## config.mk

```make
export PLATFORM = sky130hd
export DESIGN_NAME = lru_key_value_cache
export DESIGN_NICKNAME = d
export VERILOG_FILES = /design/src/rtl/lkv_pkg.sv /design/src/rtl/lkv_cell.sv /design/src/rtl/lru_key_value_cache.sv
export SDC_FILE = /design/constraint.sdc
export NUM_CORES = 1
export LEC_CHECK = 0
export ABC_CLOCK_PERIOD_IN_PS = 15700
export BUFFER_PORTS_ARGS = -buffer_cell sky130_fd_sc_hd__buf_2
export CAP_MARGIN = 15
export CORE_MARGIN = 3
export CORE_UTILIZATION = 29
export CTS_CLUSTER_DIAMETER = 60
export CTS_CLUSTER_SIZE = 28
export DETAILED_ROUTE_END_ITERATION = 10
export GPL_TIMING_DRIVEN = 0
export PLACE_DENSITY_LB_ADDON = 0.15
export SYNTH_ARGS = -nofsm -noshare
export SYNTH_HDL_FRONTEND = slang
export SYNTH_SLANG_ARGS = --single-unit
```

## constraint.sdc

```tcl
create_clock -name clock -period 15.7 [get_ports clock]
set_clock_uncertainty 0.2 [all_clocks]
set_input_delay 2.355 -clock clock [delete_from_list [all_inputs] [get_ports clock]]
set_output_delay 2.355 -clock clock [all_outputs]
set_load 0.03 [all_outputs]
```

## src/rtl/lkv_pkg.sv

```systemverilog
// Shared types and constants for the LRU key/value cache.
// No dependencies.
package lkv_pkg;

   localparam int FIELD_BITS = 32;
   localparam int CAP_BITS   = 5;

   localparam logic [CAP_BITS-1:0] CAP_RESET = 5'd16;

   localparam logic CMD_GET = 1'b0;
   localparam logic CMD_PUT = 1'b1;

   typedef struct packed {
      logic shift;
      logic update;
      logic valid;
   } lkv_cell_ctl_type;

endpackage

```

## src/rtl/lkv_cell.sv

```systemverilog
// One entry of the recency-ordered cell row: valid bit, key, value.
// Depends on lkv_pkg.
module lkv_cell #(
   parameter int KW = 32,
   parameter int VW = 32
) (
   input  logic                      clock,
   input  logic                      reset,
   input  lkv_pkg::lkv_cell_ctl_type ctl,
   input  logic [KW-1:0]             up_key,
   input  logic [VW-1:0]             up_value,
   input  logic [KW-1:0]             cmp_key,
   output logic [KW-1:0]             key,
   output logic [VW-1:0]             value,
   output logic                      match
);
   import lkv_pkg::*;

   logic          valid_ff, valid_in;
   logic [KW-1:0] key_ff, key_in;
   logic [VW-1:0] value_ff, value_in;

   always_comb begin
      valid_in = ctl.update ? ctl.valid : valid_ff;
      key_in   = ctl.shift ? up_key : key_ff;
      value_in = ctl.shift ? up_value : value_ff;
   end

   always_ff @(posedge clock) begin
      if (reset) begin
         valid_ff <= 1'b0;
      end else begin
         valid_ff <= valid_in;
      end
      key_ff   <= key_in;
      value_ff <= value_in;
   end

   assign key   = key_ff;
   assign value = value_ff;
   assign match = valid_ff && (key_ff == cmp_key);

endmodule

```

## src/rtl/lru_key_value_cache.sv

```systemverilog
// Top level of the LRU key/value cache: control and a row of lkv_cell entries.
// Depends on lkv_pkg and lkv_cell.
//
//  channel   ports                                   handshake
//  request   req_cmd, req_lookup_key, req_write_value  start && !busy
//  response  rsp_hit, rsp_read_value, rsp_evicted      rsp_strobe, one cycle
//  csr       csr_write_data (capacity)                 csr_write_enable
//
// Each beat runs through three steps: accept, compare across all cells (match
// registered), then the shift through the cell row. The response is shown in
// the cycle after the shift, when busy is already low again, so a new request
// can be taken while it is shown, but none while a beat is in flight. Reset
// (synchronous) clears every valid bit and the entry count; capacity returns to
// 16. The receiver cannot stall; nothing waits on it.
module lru_key_value_cache #(
   parameter int MAX_ENTRIES = 16,
   parameter int KEY_BITS    = 32,
   parameter int VALUE_BITS  = 32
) (
   input  logic                                 clock,
   input  logic                                 reset,
   input  logic                                 start,
   output logic                                 busy,
   input  logic                                 req_cmd,
   input  logic signed [lkv_pkg::FIELD_BITS-1:0] req_lookup_key,
   input  logic signed [lkv_pkg::FIELD_BITS-1:0] req_write_value,
   output logic                                 rsp_strobe,
   output logic                                 rsp_hit,
   output logic signed [lkv_pkg::FIELD_BITS-1:0] rsp_read_value,
   output logic                                 rsp_evicted,
   input  logic                                 csr_write_enable,
   input  logic [lkv_pkg::CAP_BITS-1:0]          csr_write_data
);
   import lkv_pkg::*;

   localparam int KW   = (KEY_BITS < FIELD_BITS) ? KEY_BITS : FIELD_BITS;
   localparam int VW   = (VALUE_BITS < FIELD_BITS) ? VALUE_BITS : FIELD_BITS;
   localparam int IW   = (MAX_ENTRIES > 1) ? $clog2(MAX_ENTRIES) : 1;
   localparam int CW   = $clog2(MAX_ENTRIES + 1);
   localparam int CMPW = (CW > CAP_BITS) ? CW : CAP_BITS;

   typedef enum logic [1:0] {ST_IDLE, ST_COMPARE, ST_UPDATE} state_type;

   state_type               state_ff, state_in;
   logic [CAP_BITS-1:0]     cap_ff, cap_in;
   logic [CW-1:0]           count_ff, count_in;
   logic                    cmd_ff, cmd_in;
   logic [KW-1:0]           key_ff, key_in;
   logic [VW-1:0]           val_ff, val_in;
   logic                    hit_ff, hit_in;
   logic [IW-1:0]           pos_ff, pos_in;
   logic [VW-1:0]           hitval_ff, hitval_in;
   logic                    rsp_strobe_ff, rsp_strobe_in;
   logic                    rsp_hit_ff, rsp_hit_in;
   logic [FIELD_BITS-1:0]   rsp_value_ff, rsp_value_in;
   logic                    rsp_evicted_ff, rsp_evicted_in;

   logic [KW-1:0]           cell_key   [MAX_ENTRIES];
   logic [VW-1:0]           cell_value [MAX_ENTRIES];
   logic [MAX_ENTRIES-1:0]  cell_match;
   lkv_cell_ctl_type        cell_ctl   [MAX_ENTRIES];

   logic                    match_any;
   logic [IW-1:0]           pos_or;
   logic [VW-1:0]           val_or;
   logic [CMPW-1:0]         cap_eff;
   logic [CMPW-1:0]         count_ext;
   logic [CMPW-1:0]         count_sum;
   logic                    upd;
   logic                    put_miss;
   logic                    moving;
   logic                    evict;
   logic [VW-1:0]           front_value;

   assign busy = (state_ff != ST_IDLE);

   // match reduction across the row
   always_comb begin
      match_any = 1'b0;
      pos_or    = '0;
      val_or    = '0;
      for (int i = 0; i < MAX_ENTRIES; i++) begin
         match_any = match_any | cell_match[i];
         pos_or    = pos_or | (cell_match[i] ? IW'(i) : '0);
         val_or    = val_or | (cell_match[i] ? cell_value[i] : '0);
      end
   end

   always_comb begin
      if (cap_ff == '0) begin
         cap_eff = CMPW'(1);
      end else if (CMPW'(cap_ff) > CMPW'(MAX_ENTRIES)) begin
         cap_eff = CMPW'(MAX_ENTRIES);
      end else begin
         cap_eff = CMPW'(cap_ff);
      end
      count_ext = CMPW'(count_ff);
      upd       = (state_ff == ST_UPDATE);
      put_miss  = (cmd_ff == CMD_PUT) && !hit_ff;
      moving    = (cmd_ff == CMD_PUT) || hit_ff;
      if (cmd_ff == CMD_PUT) begin
         evict = hit_ff ? (count_ext > cap_eff) : (count_ext >= cap_eff);
      end else begin
         evict = 1'b0;
      end
      count_sum   = count_ext - CMPW'(evict) + CMPW'(put_miss);
      front_value = (cmd_ff == CMD_PUT) ? val_ff : hitval_ff;
   end

   always_comb begin
      for (int i = 0; i < MAX_ENTRIES; i++) begin
         cell_ctl[i].shift  = upd && moving && (put_miss || (IW'(i) <= pos_ff));
         cell_ctl[i].update = upd;
         cell_ctl[i].valid  = CW'(i) < count_in;
      end
   end

   always_comb begin
      state_in       = state_ff;
      cap_in         = csr_write_enable ? csr_write_data : cap_ff;
      count_in       = count_ff;
      cmd_in         = cmd_ff;
      key_in         = key_ff;
      val_in         = val_ff;
      hit_in         = hit_ff;
      pos_in         = pos_ff;
      hitval_in      = hitval_ff;
      rsp_strobe_in  = 1'b0;
      rsp_hit_in     = rsp_hit_ff;
      rsp_value_in   = rsp_value_ff;
      rsp_evicted_in = rsp_evicted_ff;
      unique case (state_ff)
         ST_IDLE: begin
            if (start) begin
               cmd_in   = req_cmd;
               key_in   = req_lookup_key[KW-1:0];
               val_in   = req_write_value[VW-1:0];
               state_in = ST_COMPARE;
            end
         end
         ST_COMPARE: begin
            hit_in    = match_any;
            pos_in    = pos_or;
            hitval_in = val_or;
            state_in  = ST_UPDATE;
         end
         ST_UPDATE: begin
            count_in       = count_sum[CW-1:0];
            rsp_strobe_in  = 1'b1;
            rsp_hit_in     = hit_ff;
            rsp_evicted_in = evict;
            if (cmd_ff == CMD_PUT) begin
               rsp_value_in = FIELD_BITS'(val_ff);
            end else if (hit_ff) begin
               rsp_value_in = FIELD_BITS'(hitval_ff);
            end else begin
               rsp_value_in = '1;
            end
            state_in = ST_IDLE;
         end
         default: begin
            state_in = ST_IDLE;
         end
      endcase
   end

   always_ff @(posedge clock) begin
      if (reset) begin
         state_ff      <= ST_IDLE;
         cap_ff        <= CAP_RESET;
         count_ff      <= '0;
         rsp_strobe_ff <= 1'b0;
      end else begin
         state_ff      <= state_in;
         cap_ff        <= cap_in;
         count_ff      <= count_in;
         rsp_strobe_ff <= rsp_strobe_in;
      end
      cmd_ff         <= cmd_in;
      key_ff         <= key_in;
      val_ff         <= val_in;
      hit_ff         <= hit_in;
      pos_ff         <= pos_in;
      hitval_ff      <= hitval_in;
      rsp_hit_ff     <= rsp_hit_in;
      rsp_value_ff   <= rsp_value_in;
      rsp_evicted_ff <= rsp_evicted_in;
   end

   // cell 0 is most recent; each cell takes its upstream neighbor on shift
   for (genvar g = 0; g < MAX_ENTRIES; g++) begin : g_cell
      logic [KW-1:0] up_key;
      logic [VW-1:0] up_value;
      if (g == 0) begin : g_head
         assign up_key   = key_ff;
         assign up_value = front_value;
      end else begin : g_body
         assign up_key   = cell_key[g-1];
         assign up_value = cell_value[g-1];
      end
      lkv_cell #(
         .KW (KW),
         .VW (VW)
      ) u_cell (
         .clock    (clock),
         .reset    (reset),
         .ctl      (cell_ctl[g]),
         .up_key   (up_key),
         .up_value (up_value),
         .cmp_key  (key_ff),
         .key      (cell_key[g]),
         .value    (cell_value[g]),
         .match    (cell_match[g])
      );
   end

   assign rsp_strobe     = rsp_strobe_ff;
   assign rsp_hit        = rsp_hit_ff;
   assign rsp_read_value = rsp_value_ff;
   assign rsp_evicted    = rsp_evicted_ff;

endmodule

```

==> metrics.csv <==
metric;value;unit
wl;184;mm
post_cts_buffers;0;
drv_slew;0;
synth_warnings;0;
layout_commonest_cell;edfxtp_1;
dr_total_vias;29600;
synth_seq_cells;1189;
ir_drop;0.000101;V
ys.flop_type;edfxtp_1;
worstSetupPathType;flip-flop to flip-flop;
cts_buffer_depth;3;
grt_use_total;20.8;%
synth_area;48600;um2
grt_max_degree;52;
slew_headroom;12.0;%
cts_tree;done;
cts-buffers-inserted;102;
switching_share;25.3;%
synth_edf_count;1160;
synth_cells;3023;
clk_pin_slew;90;ps
outcome;finished clean;
clock_latency;740;ps
ios;110;
root_buffer;clkbuf_16;
reg2reg_depth;11;
timing.fmax;191;MHz
ys_seq_area_share;72.9;%
cap_violations;0;
end_kind;flip-flop;
numClockSinks;1189;
min_path_cells;0;
hpwl;131;mm
antenna_found_initial;5;
p_clk_share;42.6;%
syn_nets;3108;
tightest_slew;1320;ps
hold_path.class;flip-flop to flip-flop;
holdWs;246;ps
placementRows;149;
grt_pass1_vias;29600;
ant_nets;0;
grt_overflow;0;
setup_viol;0;
netSwitchingPower;1.72;mW
async_flop_share;0;%
required;15910;ps
core;166000;um2
h-tree-depth;3;
seq_power_share;52.4;%
layout.cells.non_filler;5583;
layout.cells.most_common_list;edfxtp_1 (1160), nand4_1 (488), xnor2_1 (471);
via_per_inst;5.31;
drc;0;
combPwrFrac;5.1;%
synth_cell_types;66;
power_leakage;18.1;nW
power.density;119;nW/um2
rsz0062_at_grt;no;
min_period;5230;ps
internal_power;5.07;mW
fillers;15900;
die-width;415;um
final_nets;3386;
first_pass_iters;6;
avgSynthCellArea;16.1;um2
post-route-period-util;33.3;%
globalplace.congestion;0.894;
dieArea;173000;um2
startpoint_type;flip-flop;
grt_first_pass_wirelength;247;mm
layout-drive-gt1-share;17.7;%
placedCellCount;5383;
drt_iter0_markers;4048;
portBuffers;107;
cts.repair.resized;0;
crit_arrival;5440;ps
synthToLayoutAreaGrowth;17.6;%
hold_buffers;0;
hold_viol;0;
routedWlPerCell;32.9;um
initial_utilization;29.3;%
die_h;415;um
crit_fanout;36;
## flip-flops by register name, indices dropped and copies added (netlist names), 5 cells and up
name	count
g_cell.u_cell.key	512
g_cell.u_cell.value	512
g_cell.up_key	32
hitval_ff	32
rsp_read_value	32
val_ff	32
g_cell.u_cell.valid_ff	16
cap_ff	5
count_ext	5
## layer usage
metal  wire [um]  vias up  track usage, %
li1            -    12400               -
met1       76600    15100            27.9
met2       82100     1747            31.8
met3       18200      373            5.81
met4        6930        4            8.07
met5          27        -          0.0556
## cells by family (layout without fill, tap and decap cells)
| logic type | count (synthesis) | in the layout | share of synthesized area [%] |
|---|---|---|---|
| compound gates | 187 | 187 | 3.20 |
| xor+xnor | 508 | 508 | 9.22 |
| fa+ha+maj | 11 | 11 | 0.299 |
| buf+inv | 356 | 724 | 3.83 |
| flops | 1189 | 1189 | 72.9 |
| mux | 37 | 37 | 0.844 |
| other cells | 0 | 3 | 0 |
| simple gates | 735 | 735 | 9.73 |
## area by class of cell
| class | count | area, um2 | share of cell area, % |
|---|---|---|---|
| Antenna cell | 3 | 7.51 | 0.0131 |
| Buffer | 203 | 1290 | 2.26 |
| Clock buffer | 111 | 2670 | 4.67 |
| Clock inverter | 83 | 1120 | 1.97 |
| Inverter | 153 | 582 | 1.02 |
| Multi-Input combinational cell | 1478 | 11500 | 20.2 |
| Sequential cell | 1189 | 35400 | 62.0 |
| Tap cell | 2189 | 2740 | 4.79 |
| Timing Repair Buffer | 174 | 1800 | 3.15 |
## power groups by stage
stage / clock, mW / sequential, mW / combinational, mW
6_report: 2.89 / 3.55 / 0.345
5_1_grt: 3.04 / 3.56 / 0.367
4_1_cts: 2.93 / 3.55 / 0.352
3_5_place_dp: 0 / 3.63 / 0.351
3_3_place_gp: 0 / 3.64 / 0.331
2_1_floorplan: 0 / 3.62 / 0.195
## cell usage after synthesis (all sizes together), types with 2 or more instances
library cell	instances	area [um2]
o21ai	12	60.1
a22oi	2	15.0
nor2b	2	12.5
nand4	489	3070
a211oi	5	37.5
ha	10	125
nand3	35	210
clkbuf	66	248
and2	7	43.8
or2	2	12.5
o221ai	3	26.3
a21oi	16	80.1
nor4	30	378
nand2b	40	250
and3	10	72.6
dfxtp	29	581
mux2i	5	50.1
or4	32	240
a31oi	5	31.3
o2111ai	129	1180
and4	4	37.5
a21o	3	22.5
mux2	32	360
buf	137	1040
and4b	2	20.0
edfxtp	1160	34800
nor2	30	113
o32ai	2	17.5
o31ai	3	22.5
nand2	29	109
xnor2	474	4190
nor4b	2	38.8
inv	152	571
nor3	19	110
xor2	34	298
## final timing paths
kind | from | to | slack (ps)
setup / recovery | cmd_ff | g_cell[15].u_cell.key[28] | 10470
hold / removal | g_cell[4].u_cell.value[5] | g_cell[5].u_cell.value[5] | 250
setup reg to reg | cmd_ff | g_cell[15].u_cell.key[28] | 10470
hold reg to reg | g_cell[4].u_cell.value[5] | g_cell[5].u_cell.value[5] | 250
## metrics by stage
step | worst slack (ps) | util, % | area, um2 | total power [mW] | setup TNS, ps
final | 10470 | 34.5 | 57100 | 6.79 | 0
after global routing | 10220 | 34.5 | 57100 | 6.97 | 0
after CTS | 10350 | 34.5 | 57100 | 6.83 | 0
after detailed placement | 10390 | 32.2 | 53300 | 3.98 | 0
after global placement | -7310 | 31.3 | 51900 | 3.97 | -465850
after floorplan | 4320 | - | 48600 | 3.82 | 0
## worst max-delay path, cell delays in order (launching register included)
cell      delay [ps]
edfxtp_1         320
clkbuf_1         480
or2_2            340
nand2_1          410
inv_4            600
nand2_1          470
a21oi_4          680
a21boi_4         520
buf_16           230
buf_16           190
buf_16           180
buf_12           200
Power figures use the tool's default switching activity.
